`config.mk`:
```
export PLATFORM = sky130hd
export DESIGN_NAME = qema_cordic
export DESIGN_NICKNAME = d
export VERILOG_FILES = /design/src/rtl/core/qema_pkg.sv /design/src/rtl/core/qema_cordic.sv
export SDC_FILE = /design/constraint.sdc
export NUM_CORES = 1
export LEC_CHECK = 0
export BUFFER_PORTS_ARGS = -buffer_cell sky130_fd_sc_hd__buf_2
export CAP_MARGIN = 20
export CORE_ASPECT_RATIO = 0.9
export CORE_MARGIN = 2
export CORE_UTILIZATION = 30
export DETAILED_ROUTE_END_ITERATION = 8
export PLACE_DENSITY_LB_ADDON = 0.15
export SLEW_MARGIN = 25
export SYNTH_ARGS = -nofsm -noshare
export SYNTH_HDL_FRONTEND = slang
export SYNTH_SLANG_ARGS = --single-unit
```
`constraint.sdc`:
```
create_clock -name i_clk -period 7.78 [get_ports i_clk]
set_input_delay 1.167 -clock i_clk [delete_from_list [all_inputs] [get_ports i_clk]]
set_output_delay 1.167 -clock i_clk [all_outputs]
set_load 0.01 [all_outputs]
```
`src/rtl/core/qema_pkg.sv`:
```
package qema_pkg;

    // Default values for the top-level parameters.
    localparam int CORDIC_STEPS_DEF = 16;
    localparam int ANGLE_FRAC_DEF   = 6;

    // Field widths of the beats and of the configuration port.
    localparam int CMD_W      = 2;
    localparam int Q_W        = 16;
    localparam int YAW_W      = 15;
    localparam int PITCH_W    = 14;
    localparam int ROLL_W     = 15;
    localparam int THR_W      = 15;
    localparam int CFG_IDX_W  = 2;
    localparam int CFG_DATA_W = 15;

    // CORDIC vector width and angle accumulator width (1/65536 degree).
    localparam int XW = 38;
    localparam int ZW = 27;
    localparam int ATAN_W = 22;

    // Event kinds.
    localparam logic [CMD_W-1:0] CMD_ACCEL = 2'd0;
    localparam logic [CMD_W-1:0] CMD_ROTV  = 2'd1;

    // Register indexes.
    localparam logic [CFG_IDX_W-1:0] CFG_SENSOR = 2'd0;
    localparam logic [CFG_IDX_W-1:0] CFG_SHOCK  = 2'd1;
    localparam logic [CFG_IDX_W-1:0] CFG_TILT   = 2'd2;

    // Register reset values.
    localparam logic [THR_W-1:0] SHOCK_RST = 15'd512;
    localparam logic [THR_W-1:0] TILT_RST  = 15'd640;

    // atan(2^-i) in 1/65536 degree.
    function automatic logic [ATAN_W-1:0] atan_step(input logic [4:0] idx);
        logic [ATAN_W-1:0] v;
        case (idx)
            5'd0:    v = 22'd2949120;
            5'd1:    v = 22'd1740967;
            5'd2:    v = 22'd919879;
            5'd3:    v = 22'd466945;
            5'd4:    v = 22'd234379;
            5'd5:    v = 22'd117304;
            5'd6:    v = 22'd58666;
            5'd7:    v = 22'd29335;
            5'd8:    v = 22'd14668;
            5'd9:    v = 22'd7334;
            5'd10:   v = 22'd3667;
            5'd11:   v = 22'd1833;
            5'd12:   v = 22'd917;
            5'd13:   v = 22'd458;
            5'd14:   v = 22'd229;
            5'd15:   v = 22'd115;
            5'd16:   v = 22'd57;
            5'd17:   v = 22'd29;
            5'd18:   v = 22'd14;
            5'd19:   v = 22'd7;
            5'd20:   v = 22'd4;
            5'd21:   v = 22'd2;
            5'd22:   v = 22'd1;
            default: v = 22'd0;
        endcase
        return v;
    endfunction

endpackage

```
`src/rtl/core/qema_cordic.sv`:
```
module qema_cordic #(
    parameter int STEPS = qema_pkg::CORDIC_STEPS_DEF
) (
    input  logic                              i_clk,
    input  logic                              i_rst_n,
    input  logic                              i_start,
    input  logic signed [qema_pkg::XW-1:0]    i_x,
    input  logic signed [qema_pkg::XW-1:0]    i_y,
    output logic                              o_done,
    output logic signed [qema_pkg::ZW-1:0]    o_angle
);
    import qema_pkg::*;

    localparam int IW = (STEPS > 1) ? $clog2(STEPS) : 1;
    localparam logic signed [ZW-1:0] HALF_TURN = ZW'(180 * 65536);

    logic                 r_busy;
    logic [IW-1:0]        r_i;
    logic signed [XW-1:0] r_x;
    logic signed [XW-1:0] r_y;
    logic signed [ZW-1:0] r_z;
    logic signed [XW-1:0] xs;
    logic signed [XW-1:0] ys;
    logic signed [ZW-1:0] step_ang;

    // Floor shifts and the angle of the current micro-rotation.
    always_comb begin
        xs       = r_x >>> r_i;
        ys       = r_y >>> r_i;
        step_ang = ZW'($signed({1'b0, atan_step(5'(r_i))}));
    end

    // Vectoring iterations, one per cycle, after folding the left half plane.
    always_ff @(posedge i_clk) begin
        if (!i_rst_n) begin
            r_busy <= 1'b0;
            o_done <= 1'b0;
            r_i    <= '0;
        end else begin
            o_done <= 1'b0;
            if (i_start) begin
                r_busy <= 1'b1;
                r_i    <= '0;
                if (i_x < 0) begin
                    r_x <= -i_x;
                    r_y <= -i_y;
                    r_z <= (i_y >= 0) ? HALF_TURN : -HALF_TURN;
                end else begin
                    r_x <= i_x;
                    r_y <= i_y;
                    r_z <= '0;
                end
            end else if (r_busy) begin
                if (r_y > 0) begin
                    r_x <= r_x + ys;
                    r_y <= r_y - xs;
                    r_z <= r_z + step_ang;
                end else if (r_y < 0) begin
                    r_x <= r_x - ys;
                    r_y <= r_y + xs;
                    r_z <= r_z - step_ang;
                end
                if (r_i == IW'(STEPS - 1)) begin
                    r_busy <= 1'b0;
                    o_done <= 1'b1;
                end else begin
                    r_i <= r_i + 1'b1;
                end
            end
        end
    end

    assign o_angle = r_z;

endmodule

```
# [Word level (Yosys, flattened, before mapping)]
# Memories as Yosys holds them, arrays and structs flattened. A register that Yosys moved wholly into a read port is not among the register bits.
# Index checks and enable logic that the tools add are counted.
# W data, S select, Z words.
[classes] addsub=9 n_mul=0 div_mod_pow=0 magnitude_cmp=4 eq_ne=1 shift=2 mux=22 bitwise_logic=3 n_reduce_logical=6
[op_table] op="$mux W38" n=10
[op_table] op="$mux W27" n=6
[op_table] op="$add A38 B38 Y38" n=2
[op_table] op="$lt A38 B1 Y1 const B" n=2
[op_table] op="$neg A38 Y38" n=2
[op_table] op="$sshr A38 B4 Y38" n=2
[op_table] op="$sub A38 B38 Y38" n=2
[op_table] op="$ge A38 B1 Y1 const B" n=1
[op_table] op="$gt A38 B1 Y1 const B" n=1
[op_table] op="$add A27 B23 Y27" n=1
[op_table] op="$sub A27 B23 Y27" n=1
[op_table] op="$mux W4" n=2
[op_table] op="$add A4 B1 Y4 const B" n=1
[op_table] op="$eq A4 B4 Y1 const B" n=1
[op_table] op="$mux W1" n=4
[op_table] op="$not A1 Y1" n=3
[op_table] op="$reduce_and A3 Y1" n=1
[op_table] op="$reduce_bool A3 Y1" n=1
[op_table] op="$reduce_or A3 Y1" n=1
[op_table] op="$reduce_and A2 Y1" n=1
[op_table] op="$reduce_bool A2 Y1" n=1
[op_table] op="$reduce_or A2 Y1" n=1
[totals] regBits=109 latch_bits=0 ramBits=0 rom_bits=352 wordCells=54 mem_count=1
[memory_table] name="(no name shown)" words=16 width=22 read_ports=1 rd_clocked_by_memory_dff=1 wr=0 line="qema_pkg.sv:38" text="case (idx)"

# [Depth between registers and ports, before layout]
# Gate-level depths: netlist of run 1.
[logic_depth] word_depth=6 ltp_mapped=30

# [Worst setup path before layout of run 1]
# No wires, ideal clock.
[synth_path] kind="input-to-reg" startpoint="input port i_start" endpoint="register r_z[0], in the netlist o_angle[0] (enable)" t_arrival_ns=6.330 setup_slack_ns=0.872 stages=4 path_cell_list="clkbuf_1 clkbuf_1 a21oi_1 nor2b_1"
[synth_between] elab_chain_cells=2 elab_cells_between_ends=3 cone_classes="reduce/logical: 3"
[synth_rtl] element="start, declared" line="qema_cordic.sv:6" text="input logic i_start,"
[synth_rtl] element="$reduce_bool A3 Y1 (no line) or $reduce_bool A2 Y1 (tied branches)"
[synth_rtl] element="$reduce_and A3 Y1 (no line) *"
[synth_rtl] element="end signal, assigned" line="qema_cordic.sv:47" text="r_z <= (i_y >= 0) ? HALF_TURN : -HALF_TURN;"
[synth_rtl] element="end signal, assigned" line="qema_cordic.sv:57" text="r_z <= r_z + step_ang;"
[synth_rtl] element="end signal, assigned" line="qema_cordic.sv:61" text="r_z <= r_z - step_ang;"
[synth_rtl] element="end, declared" line="qema_cordic.sv:21" text="logic signed [ZW-1:0] r_z;"
# Every way passes the cells marked *; elsewhere a longest branch is shown, timed or not.
# A chain may end at the register's enable or synchronous reset.

# [Worst setup path after layout of run 1]
[layout_path] startpoint="register r_i[1]" endpoint="register r_y[25], data pin"
[layout_between] elab_chain_cells=6 elab_cells_between_ends=7 cone_classes="add/sub: 2; shift: 1; mux: 4"
[layout_rtl] element="start, declared" line="qema_cordic.sv:18" text="logic [IW-1:0] r_i;"
[layout_rtl] element="start signal, assigned" line="qema_cordic.sv:67" text="r_i <= r_i + 1'b1;"
[layout_rtl] element="$sshr A38 B4 Y38 *" line="qema_cordic.sv:28" text="xs = r_x >>> r_i;"
[layout_rtl] element="$add A38 B38 Y38" line="qema_cordic.sv:60" text="r_y <= r_y + xs;"
[layout_rtl] element="$mux W38" line="qema_cordic.sv:58" text="end else if (r_y < 0) begin"
[layout_rtl] element="$mux W38 *" line="qema_cordic.sv:54" text="if (r_y > 0) begin"
[layout_rtl] element="$mux W38 *" line="qema_cordic.sv:53" text="end else if (r_busy) begin"
[layout_rtl] element="$mux W38 *" line="qema_cordic.sv:41" text="if (i_start) begin"
[layout_rtl] element="end signal, assigned" line="qema_cordic.sv:46" text="r_y <= -i_y;"
[layout_rtl] element="end signal, assigned" line="qema_cordic.sv:56" text="r_y <= r_y - xs;"
[layout_rtl] element="end signal, assigned" line="qema_cordic.sv:60"
[layout_rtl] element="end, declared" line="qema_cordic.sv:20" text="logic signed [XW-1:0] r_y;"
# Every way passes the cells marked *; elsewhere a longest branch is shown, timed or not. The select of a mux whose other input is x is not followed.

==> results of run 1 <==
through the flow:
stage	setup slack, ns	power, mW	area, µm²
2_1_floorplan	0.872	3.81	17900
3_3_place_gp	1.22	4.68	19100
3_5_place_dp	1.18	4.68	19100
4_1_cts	1.12	5.54	19700
5_1_grt	0.661	5.98	19700
6_report	1.25	5.51	19700
logic make-up (layout without fill, tap and decap cells):
group           count (synthesis)  in the layout  synth area share [%]
xor+xnor                      228            228                  11.2
simple gates                  659            659                  17.5
compound gates                633            633                  22.1
flops                         131            131                  20.4
fa+ha+maj                     116            116                  8.21
buf+inv                       177            227                  4.31
mux                           177            177                  16.3
final cells by class:
cell class | count | area (µm²)
Timing Repair Buffer | 127 | 711
Inverter | 68 | 255
Tap cell | 783 | 980
Fill cell | 6183 | 39800
Clock inverter | 9 | 67.6
Multi-Input combinational cell | 1813 | 13500
Clock buffer | 23 | 490
Sequential cell | 131 | 3660
routing by layer:
| metal | wire length (µm) | global-route usage [%] | vias up |
|---|---|---|---|
| li1 | - | - | 8071 |
| met1 | 25900 | 24.5 | 8054 |
| met2 | 28300 | 31.8 | 373 |
| met3 | 2260 | 2.49 | 79 |
| met4 | 1490 | 6.06 | 2 |
| met5 | 13 | 0 | - |
how the worst min path moves through the flow:
stage | endpoint | startpoint | cells past startpoint
final | o_done$_SDFF_PP0_ | r_busy$_SDFF_PN0_ | 2
after global routing | o_done$_SDFF_PP0_ | r_busy$_SDFF_PN0_ | 2
after floorplan | o_done$_SDFF_PP0_ | r_busy$_SDFF_PN0_ | 2
after detailed placement | o_done$_SDFF_PP0_ | r_busy$_SDFF_PN0_ | 2
after CTS | o_done$_SDFF_PP0_ | r_busy$_SDFF_PN0_ | 2
after global placement | o_done$_SDFF_PP0_ | r_busy$_SDFF_PN0_ | 2
layout by cell type (no fill, tap or decap), types with 24 or more instances in the layout:
master    count
nand2_1     207
nor2_1      174
a21oi_1     174
o21ai_0     168
xnor2_1     137
ha_1        113
buf_2       105
edfxtp_1    103
xor2_1       90
mux4_2       68
inv_1        63
mux2i_1      57
nor3_1       46
a21o_1       46
nand3_1      39
o31ai_1      38
mux2_2       35
a211oi_1     28
and3_1       28
a31oi_1      26
dfxtp_1      24
critical path, cell delays in order, from the launching register on:
cell	delay, ns
dfxtp_4	0.57
buf_16	0.30
mux4_1	0.70
a2111oi_1	0.66
a32o_1	0.26
nand3_1	0.13
o21bai_1	0.23
nor2b_1	0.21
nand2_1	0.17
o21ai_0	0.25
xnor2_1	0.15
ha_1	0.31
a21o_1	0.22
a221oi_1	0.30
o21bai_1	0.11
a221oi_1	0.46
a21boi_0	0.20
o21ai_0	0.28
a21boi_0	0.19
o41ai_1	0.38
o211ai_1	0.16
power groups by stage:
stage                     Clock, mW  Sequential [mW]  Combinational (mW)
after floorplan                   0             1.09                2.72
after global placement            0             1.24                3.44
after detailed placement          0             1.24                3.44
after CTS                     0.838             1.23                3.47
after global routing          0.853             1.24                3.89
final                         0.807             1.23                3.47
state kept, by name, summed over array words and instances (netlist names):
signal,count
r_x,38
r_i,4
r_busy,1
r_y,38
o_done,1
o_angle,27
step_ang,22
==> impl_metrics.env, run 1 <==
export IMPL_status="complete, no violations"
export IMPL_drv_slew=0
export IMPL_synth_ff_type="edfxtp_1"
export IMPL_startpoint="r_i[1]$_SDFFE_PP0P_"
export IMPL_drt_iter0_markers=1225
export IMPL_yosys_cell_count_top_type="nand2_1"
export IMPL_final_core_utilization_pct=33.1
export IMPL_synth_edf_count=103
export IMPL_worstSetupEndpoint="r_y[25]$_DFFE_PP_"
export IMPL_holdWs_ns=0.544
export IMPL_r2r_start="r_i[1]$_SDFFE_PP0P_"
export IMPL_end_kind="flop"
export IMPL_sw_frac_of_total_pct=46.7
export IMPL_synth_area_leader_cell="edfxtp_1"
export IMPL_ys_seq_area_share_pct=20.4
export IMPL_sequentialPowerShare_pct=22.3
export IMPL_ir_worst_vdd_mv=0.180
export IMPL_arrival_ns=6.75
export IMPL_grt_pass1_wl_um=90300
export IMPL_power_switching_mw=2.57
export IMPL_vias=16600
export IMPL_clkPwrFrac_pct=14.7
export IMPL_cp_max_fo=43
export IMPL_clock_skew_ns=0.0135
export IMPL_ctsHoldBuffers=0
export IMPL_drtPass1Iterations=7
export IMPL_rows=85
export IMPL_grt_max_degree=76
export IMPL_pwr_share_comb_pct=63.1
export IMPL_synth_common_cells="nand2_1, nor2_1, a21oi_1, o21ai_0, xnor2_1"
export IMPL_antenna_found_initial=1
export IMPL_syn_inst=2121
export IMPL_cts_tree="yes"
export IMPL_setup_violations=0
export IMPL_maxClockFrequency_mhz=153
export IMPL_avgViaCountPerCell=5.61
export IMPL_gr_total_overflow=0
export IMPL_crit_type="flop to flop"
export IMPL_synth_cell_area_um2=17900
export IMPL_die_width_um=262
export IMPL_routed_wl_um=57900
export IMPL_critPathLaunchType="flop"
export IMPL_gp_congestion=0.884
export IMPL_fin_nets=2353
export IMPL_tightest_slew_ns=0.866
export IMPL_min_period_ns=6.53
export IMPL_insertion_delay_ns=0.49
export IMPL_required_ns=7.99
export IMPL_dp_hpwl_um=44800
export IMPL_first_global_vias=16100
export IMPL_reg2reg_setup_slack_ns=1.25
export IMPL_avgSynthCellArea_um2=8.46
export IMPL_hold_class="flop to flop"
export IMPL_async_flop_share_pct=0
export IMPL_antenna_left=0
export IMPL_port_buffers=106
export IMPL_drt_wirelength_per_cell_um=19.6
export IMPL_reg2reg_depth=20
export IMPL_synth_nets=2316
export IMPL_final_cells=2954
export IMPL_r2r_end="r_y[25]$_DFFE_PP_"
export IMPL_dp_cells=2921
export IMPL_internal_power_mw=2.93
export IMPL_top_level_ports=107
export IMPL_ys_warn_count=0
export IMPL_cts_buffers=17
export IMPL_clockBufferDepth=2
export IMPL_syn_to_final_growth_pct=9.75
export IMPL_synth_area_leaders="edfxtp_1, mux4_2, ha_1, xnor2_1, a21oi_1"
export IMPL_antenna_cells=0
export IMPL_start_util_pct=30.2
export IMPL_rsz0062_at_grt="no"
export IMPL_p_per_area_nw_per_um2=279
export IMPL_h_tree_depth=4
export IMPL_hold_viol_final=0
export IMPL_die_height_um=236
export IMPL_core_um2=59500
export IMPL_root_buffer="clkbuf_16"
export IMPL_track_usage_pct=18.8
export IMPL_fin_tns_setup_ns=0
export IMPL_cts_sinks=131
export IMPL_post_cts_buffers=0
export IMPL_synth_cell_types=85
export IMPL_die_area_um2=61800
export IMPL_p_leak_nw=7.58
export IMPL_drive_gt1_share_pct=13.6
export IMPL_synth_seq_cells=131
export IMPL_drc=0
export IMPL_cap_violations=0
export IMPL_path_clk_slew_ns=0.06
export IMPL_synth_top_cell_area_share_pct=17.2
export IMPL_cts_resized=0
export IMPL_relSlewSlack_pct=40.8
export IMPL_period_share_pct=84.0
(Power assumes the default switching activity.)
==> run 2, diff against run 1 <==
==> constraint.sdc (replaced) <==
create_clock -name i_clk -period 6.1 [get_ports i_clk]
set_input_delay 0.915 -clock i_clk [delete_from_list [all_inputs] [get_ports i_clk]]
set_output_delay 0.915 -clock i_clk [all_outputs]
set_load 0.01 [all_outputs]
==> run 2 against run 1 <==
Net effect:
- clock skew fell by 0.00053 ns
- final cell count rose by 2.4%
- die area did not move
==> impl_metrics.env, run 2 (synthesis results as in run 1) <==
export IMPL_status="complete, no violations"
export IMPL_end_kind="flop"
export IMPL_drive_gt1_share_pct=17.4
export IMPL_relSlewSlack_pct=48.6
export IMPL_reg2reg_depth=21
export IMPL_seqCellArea_um2=3670
export IMPL_h_tree_depth=4
export IMPL_drt_wirelength_per_cell_um=20.4
export IMPL_power_switching_mw=3.42
export IMPL_fillers=6177
export IMPL_most_common_layout_cells="nand2_1, nor2_1, a21oi_1"
export IMPL_top_level_ports=107
export IMPL_start_util_pct=30.2
export IMPL_core_um2=59500
export IMPL_avgViaCountPerCell=5.62
export IMPL_gr_total_overflow=0
export IMPL_critPathLaunchType="flop"
export IMPL_die_width_um=262
export IMPL_dp_cells=2989
export IMPL_grt_pass1_wl_um=95500
export IMPL_multiInputGateArea_um2=13600
export IMPL_track_usage_pct=20.0
export IMPL_antenna_found_initial=1
export IMPL_path_clk_slew_ns=0.07
export IMPL_port_buffers=106
export IMPL_cts_buffers=17
export IMPL_maxClockFrequency_mhz=173
export IMPL_ir_worst_vdd_mv=0.238
export IMPL_hold_class="flop to flop"
export IMPL_insertion_delay_ns=0.49
export IMPL_cap_violations=0
export IMPL_p_per_area_nw_per_um2=355
export IMPL_whs_path_depth=2
export IMPL_p_leak_nw=7.98
export IMPL_drt_iter0_markers=1173
export IMPL_setup_violations=0
export IMPL_drtPass1Iterations=5
export IMPL_root_buffer="clkbuf_16"
export IMPL_period_share_pct=94.9
export IMPL_clkPwrFrac_pct=13.9
export IMPL_min_period_ns=5.79
export IMPL_crit_type="flop to flop"
export IMPL_internal_power_mw=3.82
export IMPL_antenna_cells=0
export IMPL_fin_tns_setup_ns=0
export IMPL_fin_nets=2425
export IMPL_cts_tree="yes"
export IMPL_final_cells=3026
export IMPL_grt_max_degree=104
export IMPL_syn_to_final_growth_pct=13.6
export IMPL_arrival_ns=6.13
export IMPL_sequentialPowerShare_pct=20.9
export IMPL_cp_max_fo=12
export IMPL_pwr_share_comb_pct=65.2
export IMPL_cts_sinks=131
export IMPL_rows=85
export IMPL_required_ns=6.44
export IMPL_dp_hpwl_um=47900
export IMPL_layout_commonest_cell="nand2_1"
export IMPL_hold_viol_final=0
export IMPL_antenna_left=0
export IMPL_gp_congestion=0.905
export IMPL_ctsHoldBuffers=0
export IMPL_drc=0
export IMPL_vias=17000
export IMPL_first_global_vias=16700
export IMPL_sw_frac_of_total_pct=47.2
export IMPL_die_area_um2=61800
export IMPL_drv_slew=0
export IMPL_tightest_slew_ns=0.770
export IMPL_die_height_um=236
export IMPL_clock_skew_ns=0.0130
export IMPL_clockBufferDepth=2
export IMPL_routed_wl_um=61800
==> run 2: cell count changes in the layout (fill, tap and decap cells not counted), moves of 3 or more <==
cell      before  now
buf_4         21   85
buf_12         0    5
o41ai_2        0    5
o41ai_1       21   16
o21ai_0      168  163
o21ai_1        2    6
clkbuf_1       4    1
==> run 2: power by group through the flow <==
stage               registers [mW]  clock network [mW]  logic [mW]
finish                        1.52                1.01        4.72
global route                  1.53                1.07        5.27
CTS                           1.52                1.05        4.66
detailed placement            1.53                   0        4.61
global placement              1.53                   0        4.60
floorplan                     1.39                   0        3.46
==> run 2: layer usage <==
metal / wire length, µm / up-vias / global-route usage, % / share of wire [%]
met3: 2570 / 91 / 3.18 / 4.2
li1: - / 8218 / - / -
met1: 27400 / 8284 / 25.8 / 44
met5: 0 / - / 0 / 0
met4: 1830 / 0 / 7.09 / 3.0
met2: 30000 / 415 / 33.6 / 49
==> run 2: cell type report <==
class | count | share of cell area (%)
Clock inverter | 14 | 0.485
Multi-Input combinational cell | 1813 | 66.9
Timing Repair Buffer | 199 | 6.52
Tap cell | 783 | 4.81
Inverter | 68 | 1.25
Sequential cell | 131 | 18.0
Clock buffer | 18 | 2.10
==> run 2: final timing paths <==
kind,from,endpoint,slack [ns]
worst min-delay path,r_busy$_SDFF_PN0_,o_done$_SDFF_PP0_,0.54
worst max register to register,r_i[1]$_SDFFE_PP0P_,r_x[37]$_DFFE_PP_,0.31
worst min register to register,r_busy$_SDFF_PN0_,o_done$_SDFF_PP0_,0.54
worst max-delay path,r_i[1]$_SDFFE_PP0P_,r_x[37]$_DFFE_PP_,0.31
==> run 2: repair_timing <==
| action | 4_1_cts | 5_1_grt |
|---|---|---|
| pin swaps | 0 | 2 |
| resized for setup | 3 | 30 |
| setup endpoints to repair | 3 | 21 |
| setup buffers | 1 | 4 |
| gates cloned | 0 | 0 |
==> run 2: stage by stage <==
stage | total power [mW] | hold WS (ns) | cell area (µm²) | util, % | setup WS [ns]
6_report | 7.24 | 0.544 | 20400 | 34.3 | 0.310
5_1_grt | 7.87 | 0.596 | 20400 | 34.3 | -0.0709
4_1_cts | 7.22 | 0.546 | 20200 | 34.1 | 0.0283
3_5_place_dp | 6.14 | 0.533 | 19700 | 33.1 | -0.0384
3_3_place_gp | 6.14 | 0.540 | 19700 | 33.1 | 0.0258
2_1_floorplan | 4.86 | 0.492 | 18000 | - | 0.138
==> run 2: critical path: stages, from the launching register on <==
cell and delay (ns):
dfxtp_4 0.47, buf_4 0.15, mux4_1 0.62, mux4_2 0.57
nor4_4 0.31, nand2_1 0.12, clkinv_1 0.12, and2_1 0.17
a21oi_1 0.09, xnor2_1 0.30, ha_1 0.35, and3_1 0.20
nand4_1 0.11, nor2_1 0.08, a221o_1 0.37, a222oi_1 0.34
buf_4 0.21, o22ai_2 0.11, o41ai_2 0.28, o21ai_1 0.16
xnor3_1 0.34, a21boi_1 0.15
